--- src/tcch_pkg.sv ---
`default_nettype none
package tcch_pkg;

  // Field widths
  localparam int W_RAW  = 16;
  localparam int W_BIAS = 48;
  localparam int W_IDX  = 4;
  localparam int W_HEAD = 15;

  // Configuration register indexes
  typedef enum logic [W_IDX-1:0] {
    CFG_ACC_BIAS = 4'd0,
    CFG_MAG_BIAS = 4'd1,
    CFG_MIN_X    = 4'd2,
    CFG_MIN_Y    = 4'd3,
    CFG_MIN_Z    = 4'd4,
    CFG_MAX_X    = 4'd5,
    CFG_MAX_Y    = 4'd6,
    CFG_MAX_Z    = 4'd7
  } cfg_idx_t;

  // Span divider: numerator 2m-min-max, denominator max-min
  localparam int W_NUM     = 19;
  localparam int W_DEN     = 17;
  localparam int W_DN      = 31;   // |num| << 14
  localparam int W_DD      = 16;   // |den|
  localparam int FRAC_M    = 14;
  localparam int DIV_STEPS = 16;
  localparam int LAT_DIV   = DIV_STEPS + 2;
  localparam logic [W_DD-1:0] Q_POS_MAX = 16'd32767;
  localparam logic [W_DD-1:0] Q_NEG_MAX = 16'd32768;

  // Magnitude of a in Q8
  localparam int W_SQ      = 32;
  localparam int W_SQIN    = 48;
  localparam int W_ROOT    = 24;
  localparam int LAT_SQRT  = W_ROOT + 2;

  // Cross products and CORDIC operands
  localparam int W_PROD = 32;
  localparam int W_C    = 33;
  localparam int W_M    = 49;
  localparam int W_NY   = 50;
  localparam int W_XY   = 58;
  localparam int W_CR   = 60;
  localparam int W_ANG  = 26;
  localparam int CORDIC_STEPS = 23;
  localparam int LAT_CORDIC   = CORDIC_STEPS + 2;

  localparam logic signed [W_ANG-1:0] QUARTER_Q16   = 26'sd5898240;
  localparam logic signed [W_ANG-1:0] FULL_TURN_Q16 = 26'sd23592960;
  localparam logic [W_HEAD:0]         TURN_Q6       = 16'd23040;
  localparam int ROUND_SHIFT = 10;
  localparam logic [W_ANG-1:0] ROUND_HALF = 26'd512;

  // Pipeline positions (edges after acceptance)
  localparam int K_S1   = 1;
  localparam int K_Q    = K_S1 + LAT_DIV;
  localparam int K_PROD = K_Q + 1;
  localparam int K_C    = K_Q + 2;
  localparam int K_M    = K_Q + 3;
  localparam int K_NY   = K_Q + 4;
  localparam int K_AMAG = K_S1 + LAT_SQRT;
  localparam int K_XY   = K_AMAG + 1;
  localparam int K_OUT  = K_XY + LAT_CORDIC;

  // Data carried alongside the divider
  typedef struct packed {
    logic [2:0][W_RAW-1:0] a;
    logic                  deg;
  } side_t;

  // atan(2^-i) in units of 2^-16 degree
  function automatic logic signed [W_ANG-1:0] atan_q16(input int i);
    logic signed [W_ANG-1:0] v;
    case (i)
      0:  v = 26'sd2949120;
      1:  v = 26'sd1740967;
      2:  v = 26'sd919879;
      3:  v = 26'sd466945;
      4:  v = 26'sd234379;
      5:  v = 26'sd117304;
      6:  v = 26'sd58666;
      7:  v = 26'sd29335;
      8:  v = 26'sd14668;
      9:  v = 26'sd7334;
      10: v = 26'sd3667;
      11: v = 26'sd1833;
      12: v = 26'sd917;
      13: v = 26'sd458;
      14: v = 26'sd229;
      15: v = 26'sd115;
      16: v = 26'sd57;
      17: v = 26'sd29;
      18: v = 26'sd14;
      19: v = 26'sd7;
      20: v = 26'sd4;
      21: v = 26'sd2;
      22: v = 26'sd1;
      default: v = '0;
    endcase
    return v;
  endfunction

endpackage
`default_nettype wire

--- src/tcch_sqrt.sv ---
`default_nettype none
module tcch_sqrt (
  input  wire logic                              clk,
  input  wire logic                              en,
  input  wire logic signed [tcch_pkg::W_RAW-1:0] ax,
  input  wire logic signed [tcch_pkg::W_RAW-1:0] ay,
  input  wire logic signed [tcch_pkg::W_RAW-1:0] az,
  output logic [tcch_pkg::W_ROOT-1:0]            root
);
  import tcch_pkg::*;

  logic [W_SQ-1:0]   sq_r [3];
  logic [W_SQ-1:0]   sum_nxt;
  logic [W_SQIN-1:0] rem_r  [W_ROOT+1];
  logic [W_ROOT-1:0] root_r [W_ROOT+1];

  // Square each axis
  always_ff @(posedge clk) begin
    if (en) begin
      sq_r[0] <= W_SQ'(ax * ax);
      sq_r[1] <= W_SQ'(ay * ay);
      sq_r[2] <= W_SQ'(az * az);
    end
  end

  // Sum and scale to Q16 for a Q8 root
  assign sum_nxt = sq_r[0] + sq_r[1] + sq_r[2];

  always_ff @(posedge clk) begin
    if (en) begin
      rem_r[0]  <= {sum_nxt, 16'b0};
      root_r[0] <= '0;
    end
  end

  // One root bit per stage
  for (genvar j = 1; j <= W_ROOT; j++) begin : g_step
    localparam int K = W_ROOT - j;
    logic [W_SQIN+1:0] t;
    logic [W_SQIN+1:0] trial;
    assign t     = ((W_SQIN+2)'(root_r[j-1]) << (K + 1)) | ((W_SQIN+2)'(1) << (2 * K));
    assign trial = {2'b0, rem_r[j-1]} - t;
    always_ff @(posedge clk) begin
      if (en) begin
        rem_r[j]  <= trial[W_SQIN+1] ? rem_r[j-1] : trial[W_SQIN-1:0];
        root_r[j] <= root_r[j-1] | ({{(W_ROOT-1){1'b0}}, ~trial[W_SQIN+1]} << K);
      end
    end
  end

  assign root = root_r[W_ROOT];

endmodule
`default_nettype wire

--- config.mk ---
export PLATFORM = sky130hd
export DESIGN_NAME = tcch_sqrt
export DESIGN_NICKNAME = d
export VERILOG_FILES = /design/src/tcch_pkg.sv /design/src/tcch_sqrt.sv
export SDC_FILE = /design/constraint.sdc
export NUM_CORES = 2
export LEC_CHECK = 0
export BUFFER_PORTS_ARGS = -buffer_cell sky130_fd_sc_hd__buf_4
export CORE_AREA = 3 3 469 471
export DETAILED_ROUTE_END_ITERATION = 7
export DIE_AREA = 0 0 472 474
export HOLD_SLACK_MARGIN = 0.1
export PLACE_DENSITY = 0.64
export REMOVE_ABC_BUFFERS = 1
export SLEW_MARGIN = 10
export SYNTH_ARGS = -nofsm -noshare
export SYNTH_HDL_FRONTEND = slang
export SYNTH_SLANG_ARGS = --single-unit
--- constraint.sdc ---
create_clock -name clk -period 7.67 [get_ports clk]
set_clock_uncertainty 0.05 [all_clocks]
set_input_delay 1.534 -clock clk [delete_from_list [all_inputs] [get_ports clk]]
set_output_delay 1.534 -clock clk [all_outputs]
set_load 0.05 [all_outputs]
==> impl_metrics.py <==
metrics = {
    "floorplan": {
        "dieHeight_um": 474,
        "core-area_sq_um": 217000,
        "placement_rows": 171,
        "start_util_pct": 39.8,
        "pin_count": 74,
        "floorplan.die_area_sq_um": 224000,
        "width_of_the_chip_um": 472,
    },
    "clock_tree": {
        "cts_hold_repair.buffers": 0,
        "ctsLongestPathBuffers": 3,
        "worst_skew_pair.late_latency_ns": 0.76,
        "cts_htree_levels": 4,
        "clock_tree.root_cell": "sky130_fd_sc_hd__clkbuf_16",
        "cts_sinks": 1210,
        "clk_pin_slew_ns": 0.07,
        "cts_tree": "yes",
        "cts_resized": 0,
        "cts_setup_buffers": 0,
        "total_cts_buffers": 132,
    },
    "placed_design": {
        "placement.io_buffers": 73,
        "dp_slack_ns": -0.469,
        "place_congestion": 0.879,
        "placed_cells_incl_taps": 10800,
        "detailed_place_hpwl_mm": 137,
    },
    "worst_setup_path": {
        "maximum_fanout_encountered_on_the_critical_timing_path": 6,
        "cpMostUsedCell": "sky130_fd_sc_hd__fa_1",
        "crit_required_ns": 8.11,
        "worst_ep_arrival_time_ns": 7.74,
        "cell_type_group_with_the_largest_total_delay_on_the_critical_path": "adder cells",
        "cpPeakStageDelay_ns": 0.55,
        "timing.setup.critical_path_class": "input port to flip-flop",
        "cp_slowest_cell": "sky130_fd_sc_hd__fa_1",
        "startpoint_type": "input port",
        "cp.buffers_inverters": 6,
        "crit_path_end_kind": "flip-flop",
    },
    "sta": {
        "rsz0062_at_grt": "false",
        "worst_hold_slack_ns": 0.352,
        "drv_slew": 0,
        "max_slew_margin_pct": 34.4,
        "worst-slew-pin-transition_ns": 0.972,
        "final_min_period_over_clock_period_pct": 95.2,
        "setup_slack_ns": 0.365,
        "max_clock_freq_ghz": 0.137,
        "setup_viol": 0,
        "time_the_worst_path_needs_with_i_o_delays_and_setup_ns": 7.30,
        "report.final.hold_viol_count": 0,
    },
    "routing": {
        "drt_iter0_markers": 3000,
        "route.final.wire_length_mm": 171,
        "drc": 0,
        "via_total_after_detailed_routing": 54300,
        "drtPass1Iterations": 5,
        "ant_nets": 0,
        "post_drt_via_cell_ratio": 4.93,
        "route.detailed.wl_per_inst_um": 15.5,
    },
    "synth": {
        "synth_area_per_cell_sq_um": 11.2,
        "dominant_combinational_cell_family_by_area_after_synthesis": "adder cells",
        "netlist_area_sq_um": 86200,
        "yosysTopAreaCell": "sky130_fd_sc_hd__edfxtp_1",
        "synth_fa_ha_area_share_pct": 25.8,
        "synth.yosys.seq_area_share_pct": 42.2,
        "synth_top_flop_cell": "sky130_fd_sc_hd__edfxtp_1",
        "synth_enable_flop_cells": 1210,
        "synth.area.top_cells": "sky130_fd_sc_hd__edfxtp_1 (42%), sky130_fd_sc_hd__fa_1 (17%), sky130_fd_sc_hd__ha_1 (8.5%), sky130_fd_sc_hd__inv_1 (6.2%), sky130_fd_sc_hd__xnor2_1 (3.4%)",
        "synth-async-reset-ratio_pct": 0,
        "synth.lib_cells_used.distinct": 85,
        "synth_mux_area_share_pct": 0.788,
        "netlist_instances": 7676,
        "synth-xor-area-share_pct": 6.07,
        "post-synth-top-area-fraction_pct": 42.2,
        "yosys.area_share.simple_pct": 9.86,
        "synth-compound-area-share_pct": 8.46,
        "ys_warn_count": 0,
        "ys_ff_latch": 1210,
    },
    "global_routing": {
        "number_of_global_route_vias_before_repair": 58700,
        "grt_antenna_before_repair": 1,
        "grt_max_degree": 179,
        "globalRouteTotalUtil_pct": 15.5,
        "grt_pass1_wl_mm": 286,
        "globalRoute.totalOverflow": 0,
    },
    "finish": {
        "layout.filler_cells": 19800,
        "layout_commonest_cell": "sky130_fd_sc_hd__inv_1",
        "final_core_util_pct": 44.6,
        "finish.net_count": 9439,
        "layoutNonFillerInstCount": 11000,
        "combined_area_of_the_multi_input_logic_cells_sq_um": 44000,
        "area.growth.synth_to_final_pct": 12.1,
        "post_route_cells_drive_above_1_share_pct": 8.57,
        "regArea_sq_um": 36300,
        "final_cell_mix": "sky130_fd_sc_hd__inv_1 (1415), sky130_fd_sc_hd__edfxtp_1 (1210), sky130_fd_sc_hd__fa_1 (745)",
    },
    "outcome": {
        "status": "finished clean",
    },
    "min_path": {
        "hold_path.class": "flip-flop to flip-flop",
    },
    "flow_run": {
        "number_of_violations_of_the_max_capacitance_limit": 0,
    },
}
logic make-up (layout without fill, tap and decap cells):
family,after synthesis,in the layout
AO/OA/AOI/OAI,1159,1159
XOR/XNOR,597,597
adder cells (fa/ha/maj),1331,1331
buffers and inverters,1556,2043
flip-flops,1210,1210
multiplexers,61,61
other,1,4
AND/OR/NAND/NOR,1761,1761
metal layers:
| metal | up-vias | global-route usage (%) | wire length [um] | share of wire [%] |
|---|---|---|---|---|
| met2 | 840 | 30.1 | 92900 | 54 |
| met3 | 321 | 1.93 | 4650 | 2.7 |
| met1 | 26600 | 17.2 | 67300 | 39 |
| met5 | - | 0 | 0 | 0 |
| li1 | 26600 | - | - | - |
| met4 | 0 | 5.74 | 5900 | 3.5 |
layout make-up:
cell class	count	area share [%]
clock buffer	150	3.51
multi-input combinational	4912	45.5
timing repair buffer	383	3.09
tap	2854	3.70
clock inverter	91	1.07
inverter	1419	5.51
antenna	1	0.00259
sequential	1210	37.6
stage by stage:
step                      TNS, ns  area, sq um
after CTS                       0        96600
after floorplan            -0.238        85600
after global routing            0        96600
after global placement      -1.84        92200
after detailed placement    -3.00        92200
final                           0        96600
Yosys cell counts, drive strengths merged (6+ instances only):
cell,instances
o21a,88
o211ai,33
nand4,30
fa,745
nand2,507
or2,33
nor4,57
a31oi,27
mux2,55
a21boi,12
nor3b,13
or3,65
nor2b,52
a2111oi,11
and4,7
a311oi,6
xor2,258
a31o,15
nor4b,12
nor2,457
nand3b,13
o211a,6
xnor2,339
o41ai,11
nand3,82
clkbuf,117
a221oi,6
o21bai,51
and3,23
a211o,8
o31ai,36
buf,20
nand2b,65
o21ai,275
and2,144
or4,20
nor3,166
inv,1417
a21o,126
edfxtp,1210
ha,586
a21oi,355
nand4b,9
mux2i,6
a211oi,42
path summary, 6_finish.rpt:
kind	from	endpoint	cells after the start	slack, ns
worst min-delay path	rem_r[1][257]$_DFFE_PP_	rem_r[1][305]$_DFFE_PP_	0	0.35
worst max-delay path	az[15]	sq_r[0][95]$_DFFE_PP_	25	0.37
worst min register to register	rem_r[1][257]$_DFFE_PP_	rem_r[1][305]$_DFFE_PP_	0	0.35
worst max register to register	rem_r[2][200]$_SDFFCE_PP0P_	rem_r[2][276]$_DFFE_PP_	12	2.63
worst register-to-register path: cells and delay by family (launching register included):
family                     cells  cell delay, ns
AOI/OAI and AO/OA              5            1.86
xor gates and xnor gates       1            0.16
adders and majority gates      2            0.70
buffers and inverters          1            0.43
DFF                            1            0.45
and+or+nand+nor                3            1.12
flip-flops by register name, summed over array words and instances (netlist names):
register	flops
sq_r	93
rem_r	817
root_r	300
Power is not shown: default switching activity piles up to over one toggle a cycle in this logic, so the estimate is an artifact.
