[config.mk]
export PLATFORM = sky130hd
export DESIGN_NAME = tcch_div
export DESIGN_NICKNAME = d
export VERILOG_FILES = /design/src/tcch_pkg.sv /design/src/tcch_div.sv
export SDC_FILE = /design/constraint.sdc
export NUM_CORES = 1
export LEC_CHECK = 0
export BUFFER_PORTS_ARGS = -buffer_cell sky130_fd_sc_hd__buf_4
export CAP_MARGIN = 20
export CORE_MARGIN = 1
export CORE_UTILIZATION = 40
export CTS_CLUSTER_DIAMETER = 150
export DETAILED_ROUTE_END_ITERATION = 10
export PLACE_DENSITY_LB_ADDON = 0.25
export SYNTH_ARGS = -nofsm -noshare
export SYNTH_HDL_FRONTEND = slang
export SYNTH_SLANG_ARGS = --single-unit
[constraint.sdc]
create_clock -name clk -period 4.47 [get_ports clk]
set_input_delay 0.6705 -clock clk [delete_from_list [all_inputs] [get_ports clk]]
set_output_delay 0.6705 -clock clk [all_outputs]
set_load 0.005 [all_outputs]
[src/tcch_pkg.sv]
`default_nettype none
package tcch_pkg;

  // Field widths
  localparam int W_RAW  = 16;
  localparam int W_BIAS = 48;
  localparam int W_IDX  = 4;
  localparam int W_HEAD = 15;

  // Configuration register indexes
  typedef enum logic [W_IDX-1:0] {
    CFG_ACC_BIAS = 4'd0,
    CFG_MAG_BIAS = 4'd1,
    CFG_MIN_X    = 4'd2,
    CFG_MIN_Y    = 4'd3,
    CFG_MIN_Z    = 4'd4,
    CFG_MAX_X    = 4'd5,
    CFG_MAX_Y    = 4'd6,
    CFG_MAX_Z    = 4'd7
  } cfg_idx_t;

  // Span divider: numerator 2m-min-max, denominator max-min
  localparam int W_NUM     = 19;
  localparam int W_DEN     = 17;
  localparam int W_DN      = 31;   // |num| << 14
  localparam int W_DD      = 16;   // |den|
  localparam int FRAC_M    = 14;
  localparam int DIV_STEPS = 16;
  localparam int LAT_DIV   = DIV_STEPS + 2;
  localparam logic [W_DD-1:0] Q_POS_MAX = 16'd32767;
  localparam logic [W_DD-1:0] Q_NEG_MAX = 16'd32768;

  // Magnitude of a in Q8
  localparam int W_SQ      = 32;
  localparam int W_SQIN    = 48;
  localparam int W_ROOT    = 24;
  localparam int LAT_SQRT  = W_ROOT + 2;

  // Cross products and CORDIC operands
  localparam int W_PROD = 32;
  localparam int W_C    = 33;
  localparam int W_M    = 49;
  localparam int W_NY   = 50;
  localparam int W_XY   = 58;
  localparam int W_CR   = 60;
  localparam int W_ANG  = 26;
  localparam int CORDIC_STEPS = 23;
  localparam int LAT_CORDIC   = CORDIC_STEPS + 2;

  localparam logic signed [W_ANG-1:0] QUARTER_Q16   = 26'sd5898240;
  localparam logic signed [W_ANG-1:0] FULL_TURN_Q16 = 26'sd23592960;
  localparam logic [W_HEAD:0]         TURN_Q6       = 16'd23040;
  localparam int ROUND_SHIFT = 10;
  localparam logic [W_ANG-1:0] ROUND_HALF = 26'd512;

  // Pipeline positions (edges after acceptance)
  localparam int K_S1   = 1;
  localparam int K_Q    = K_S1 + LAT_DIV;
  localparam int K_PROD = K_Q + 1;
  localparam int K_C    = K_Q + 2;
  localparam int K_M    = K_Q + 3;
  localparam int K_NY   = K_Q + 4;
  localparam int K_AMAG = K_S1 + LAT_SQRT;
  localparam int K_XY   = K_AMAG + 1;
  localparam int K_OUT  = K_XY + LAT_CORDIC;

  // Data carried alongside the divider
  typedef struct packed {
    logic [2:0][W_RAW-1:0] a;
    logic                  deg;
  } side_t;

  // atan(2^-i) in units of 2^-16 degree
  function automatic logic signed [W_ANG-1:0] atan_q16(input int i);
    logic signed [W_ANG-1:0] v;
    case (i)
      0:  v = 26'sd2949120;
      1:  v = 26'sd1740967;
      2:  v = 26'sd919879;
      3:  v = 26'sd466945;
      4:  v = 26'sd234379;
      5:  v = 26'sd117304;
      6:  v = 26'sd58666;
      7:  v = 26'sd29335;
      8:  v = 26'sd14668;
      9:  v = 26'sd7334;
      10: v = 26'sd3667;
      11: v = 26'sd1833;
      12: v = 26'sd917;
      13: v = 26'sd458;
      14: v = 26'sd229;
      15: v = 26'sd115;
      16: v = 26'sd57;
      17: v = 26'sd29;
      18: v = 26'sd14;
      19: v = 26'sd7;
      20: v = 26'sd4;
      21: v = 26'sd2;
      22: v = 26'sd1;
      default: v = '0;
    endcase
    return v;
  endfunction

endpackage
`default_nettype wire

[src/tcch_div.sv]
`default_nettype none
module tcch_div (
  input  wire logic                              clk,
  input  wire logic                              en,
  input  wire logic signed [tcch_pkg::W_NUM-1:0] num,
  input  wire logic signed [tcch_pkg::W_DEN-1:0] den,
  output logic signed [tcch_pkg::W_RAW-1:0]      q
);
  import tcch_pkg::*;

  logic [W_NUM-1:0] n_mag;
  logic [W_DEN-1:0] d_mag;
  logic [W_DN-1:0]  n_abs;
  logic [W_DD-1:0]  d_abs;
  logic             ovf_nxt;

  logic [W_DN-1:0] rem_r [DIV_STEPS+1];
  logic [W_DD-1:0] den_r [DIV_STEPS+1];
  logic [W_DD-1:0] quo_r [DIV_STEPS+1];
  logic            neg_r [DIV_STEPS+1];
  logic            ovf_r [DIV_STEPS+1];
  logic signed [W_RAW-1:0] q_r;

  // Take magnitudes, scale the numerator, flag a quotient of 2^16 or more
  always_comb begin
    n_mag   = num[W_NUM-1] ? W_NUM'(-num) : W_NUM'(num);
    d_mag   = den[W_DEN-1] ? W_DEN'(-den) : W_DEN'(den);
    n_abs   = {n_mag[W_DN-FRAC_M-1:0], {FRAC_M{1'b0}}};
    d_abs   = d_mag[W_DD-1:0];
    ovf_nxt = ({1'b0, n_abs} >= {d_abs, {W_DD{1'b0}}});
  end

  always_ff @(posedge clk) begin
    if (en) begin
      rem_r[0] <= n_abs;
      den_r[0] <= d_abs;
      quo_r[0] <= '0;
      neg_r[0] <= num[W_NUM-1] ^ den[W_DEN-1];
      ovf_r[0] <= ovf_nxt;
    end
  end

  // One quotient bit per stage, most significant first
  for (genvar j = 1; j <= DIV_STEPS; j++) begin : g_step
    localparam int K = DIV_STEPS - j;
    logic [W_DN:0] trial;
    assign trial = {1'b0, rem_r[j-1]} - ({1'b0, W_DN'(den_r[j-1])} << K);
    always_ff @(posedge clk) begin
      if (en) begin
        rem_r[j] <= trial[W_DN] ? rem_r[j-1] : trial[W_DN-1:0];
        quo_r[j] <= quo_r[j-1] | ({{(W_DD-1){1'b0}}, ~trial[W_DN]} << K);
        den_r[j] <= den_r[j-1];
        neg_r[j] <= neg_r[j-1];
        ovf_r[j] <= ovf_r[j-1];
      end
    end
  end

  // Apply sign and saturate to 16 bits
  always_ff @(posedge clk) begin
    if (en) begin
      if (neg_r[DIV_STEPS]) begin
        q_r <= (ovf_r[DIV_STEPS] || quo_r[DIV_STEPS] > Q_NEG_MAX) ?
               $signed(Q_NEG_MAX) : $signed(W_RAW'(-quo_r[DIV_STEPS]));
      end else begin
        q_r <= (ovf_r[DIV_STEPS] || quo_r[DIV_STEPS] > Q_POS_MAX) ?
               $signed(Q_POS_MAX) : $signed(quo_r[DIV_STEPS]);
      end
    end
  end

  assign q = q_r;

endmodule
`default_nettype wire

==> qor.csv <==
stage,metric,value,unit
outcome,status,finished clean,
global_routing,grt_most_used_layer,met2,
clock_tree,clkSinkCount,805,
global_routing,grt_pass1_wl,123000,um
synth,synthFlopType,edfxtp_1,
worst_setup_path,crit_required,4.85,ns
synth,yosysUniqueCellTypes,75,
floorplan,rows,118,
synth,synth_top_area_share,0.575,
worst_setup_path,cp_cell_sequence,fa_1 > nor2b_1 > o21ai_0 > a21oi_1 > buf_4 > o2111ai_1 > a31oi_1 > a31oi_1 > buf_4 > inv_1 > nand3_1 > xnor2_1,
route,drt_iter0_markers,1149,
global_routing,antenna_found_initial,0,
placement,dpl_worst_slack,0.652,ns
worst_setup_path,critPathKind,flip-flop to flip-flop,
power,p_int,18.6,mW
timing,min_period,3.78,ns
global_routing,use_met1,0.141,
clock_tree,cts_setup_buffers,0,
synth,ys_seq_area_frac,0.575,
cells_and_area,layout-drive-gt1-share,0.0766,
cells_and_area,final_cells,5139,
hold_path,hp-class,primary input to flip-flop,
cells_and_area,area_growth,11.8,%
route,drtAntennaViolNets,0,
power,p_clk_frac,0.254,
cells_and_area,num-nets-final,4004,
placement,io_buffers,52,
worst_setup_path,cp.depth,12,
synth,yosysWarnings,0,
cells_and_area,antenna_cells,0,
clock_tree,cts_root_buf,clkbuf_16,
power,p_comb_frac,0.326,
timing,drv_slew,0,
synth,yosysTopAreaCell,edfxtp_1,
worst_setup_path,r2r.worst_path.cells,12,
timing,period_share,0.845,
synth,synth_area,42100,sq um
floorplan,start_util,0.405,
route,vias,26200,
route,drtPass1Iterations,5,
power,seq_power_share,0.420,
global_routing,use_met3,0.0248,
route,wire_per_inst,14.5,um
floorplan,die_width,326,um
synth,synth_edf_count,805,
route,via_per_inst,5.10,
clock_tree,cts.clk_slew.worst_paths,0.06,ns
floorplan,num_io_pins,54,
worst_setup_path,crit_family,compound AO/OA/AOI/OAI gates,
worst_setup_path,cp-end-kind,flip-flop,
worst_setup_path,worst-path-max-fanout,20,
placement,routabilityCongestion,0.859,
clock_tree,clockBufferDepth,3,
synth,synth_area_leaders,"edfxtp_1 57%, ha_1 7.8%, xor2_1 3.1%",
power,finalPower,27.3,mW
route,drc,0,
hold_path,min_path_cells,1,
global_routing,grt_max_degree,135,
global_routing,grt_pass1_vias,26500,
synth,synth.avg_cell_area,11.7,sq um
worst_setup_path,cp.arrival,4.16,ns
timing,setup_ws,0.695,ns
placement,dp_cells,4982,
power,swShare,0.318,
run,max-cap-violations,0,
power,netSwitchingPower,8.68,mW
power,p_leak,18.0,nW
global_routing,grt_use_total,0.139,
clock_tree,cts_buffers,86,
clock_tree,clk_latency,0.63,ns
route,wl,74400,um
clock_tree,cts-hold-fix-buffers,0,
global_routing,grt_use_met2,0.276,
cells_and_area,fillers,9430,
synth,synth_seq_cells,805,
timing,worst_hold_slack,0.244,ns
floorplan,coreArea,104000,sq um
worst_setup_path,slowest_delay,0.50,ns
floorplan,die_h,326,um
global_routing,overflow,0,
timing,finalClockSkew,0.0162,ns
placement,dpl.hpwl,54500,um
floorplan,dieArea,106000,sq um
synth,synth-async-reset-ratio,0,
power,ir_worst_vdd,0.000306,V
timing,tightestPinTransition,0.970,ns
timing,hold_viol,0,
clock_tree,cts_tree,built,
timing,finalSetupTns,0,ns
worst_setup_path,cp_slowest_cell,inv_1,
synth,syn_inst,3583,
power,p_per_area,580,nW/um^2
synth,synth_nets,3897,
timing,setup_viol,0,
clock_tree,ctsResizeCount,0,
timing,max_slew_margin,0.349,
timing,grt_setup_unrepaired,false,
worst_setup_path,critPathBufInv,3,
worst_setup_path,startpoint_type,flip-flop,
clock_tree,cts_max_level,3,
timing,fmax,0.265,GHz
sequential cells by signal (all words and copies together), names as in the netlist:
signal and cells:
rem_r 363, ovf_r 17, quo_r 136, neg_r 17
den_r 256, q 16
through the flow:
stage | util | cell area (sq um)
4_1_cts | 0.453 | 47000
6_report | 0.453 | 47000
3_3_place_gp | 0.426 | 44300
5_1_grt | 0.453 | 47000
3_5_place_dp | 0.426 | 44300
2_1_floorplan | - | 42100
cell families after synthesis:
logic type / synth area share
mux: 0.0140
simple gates: 0.111
compound gates: 0.120
xor+xnor: 0.0595
buf+inv: 0.0361
fa+ha+maj: 0.0848
flops: 0.575
area by class of cell:
cell class / count / area [sq um] / area share
clock inverter: 51 / 473 / 0.0101
tap: 1380 / 1730 / 0.0367
multi-input combinational: 2377 / 16400 / 0.349
timing repair buffer: 82 / 723 / 0.0154
clock buffer: 106 / 2270 / 0.0482
inverter: 338 / 1270 / 0.0270
sequential: 805 / 24200 / 0.514
per-layer routing:
metal  routed length, um  part of all wire  vias to the layer above
li1                    -                 -                    13400
met3                2260             0.030                      179
met4                2680             0.036                        0
met2               40200              0.54                      315
met1               29200              0.39                    12300
met5                   0                 0                        -
worst paths after layout:
path	startpoint	endpoint	slack, ns
worst max-delay path	den_r[0][192]	rem_r[0][431]	0.69
worst min-delay path	num[0]	rem_r[0][14]	0.24
worst max register to register	den_r[0][192]	rem_r[0][431]	0.69
worst min register to register	quo_r[10][9]	quo_r[11][9]	0.41
worst register-to-register path, delay by kind of cell, from the launching register on:
kind,cells,cell delay (ns)
flip-flops,1,0.46
AO/OA/AOI/OAI,5,1.15
XOR/XNOR,1,0.17
buffers and inverters,3,0.91
AND/OR/NAND/NOR,2,0.33
adder cells (fa/ha/maj),1,0.49
cells in the mapped netlist, drive strengths merged (23+ instances only):
cell type and instances:
a21o 65, mux2 47, inv 338, nor2 207, o21a 48, nor4 36
xor2 150, nor3 77, nand2b 64, nand3 52, o31ai 39, ha 261
nor2b 54, or3 39, and3 23, nand2 303, xnor2 136, a21oi 202
o21ai 245, edfxtp 805, clkbuf 53, a31oi 27
cells in the final DEF (no fill, tap or decap), types with 36 or more instances in the layout:
cell | Yosys | layout
inv_1 | 338 | 338
nor2_1 | 207 | 205
mux2_2 | 47 | 47
o21a_1 | 48 | 48
nand2_1 | 303 | 303
nand3_1 | 52 | 52
a21oi_1 | 201 | 197
clkbuf_16 | 0 | 88
or3_1 | 39 | 39
edfxtp_1 | 805 | 805
nor3_1 | 77 | 77
o21ai_0 | 244 | 243
o31ai_1 | 39 | 39
xor2_1 | 150 | 150
nor4_1 | 36 | 36
nor2b_1 | 54 | 54
xnor2_1 | 136 | 136
nand2b_1 | 64 | 64
buf_4 | 2 | 73
ha_1 | 261 | 261
a21o_1 | 65 | 65
power by group through the flow:
stage | clock network, mW | registers [mW] | logic, mW
after floorplan | 0 | 11.3 | 7.02
after global placement | 0 | 11.6 | 8.77
after detailed placement | 0 | 11.6 | 8.91
after CTS | 7.15 | 11.5 | 8.95
after global routing | 7.41 | 11.6 | 10.0
final | 6.92 | 11.5 | 8.90
Note: power is estimated with default switching activity, not from simulation.
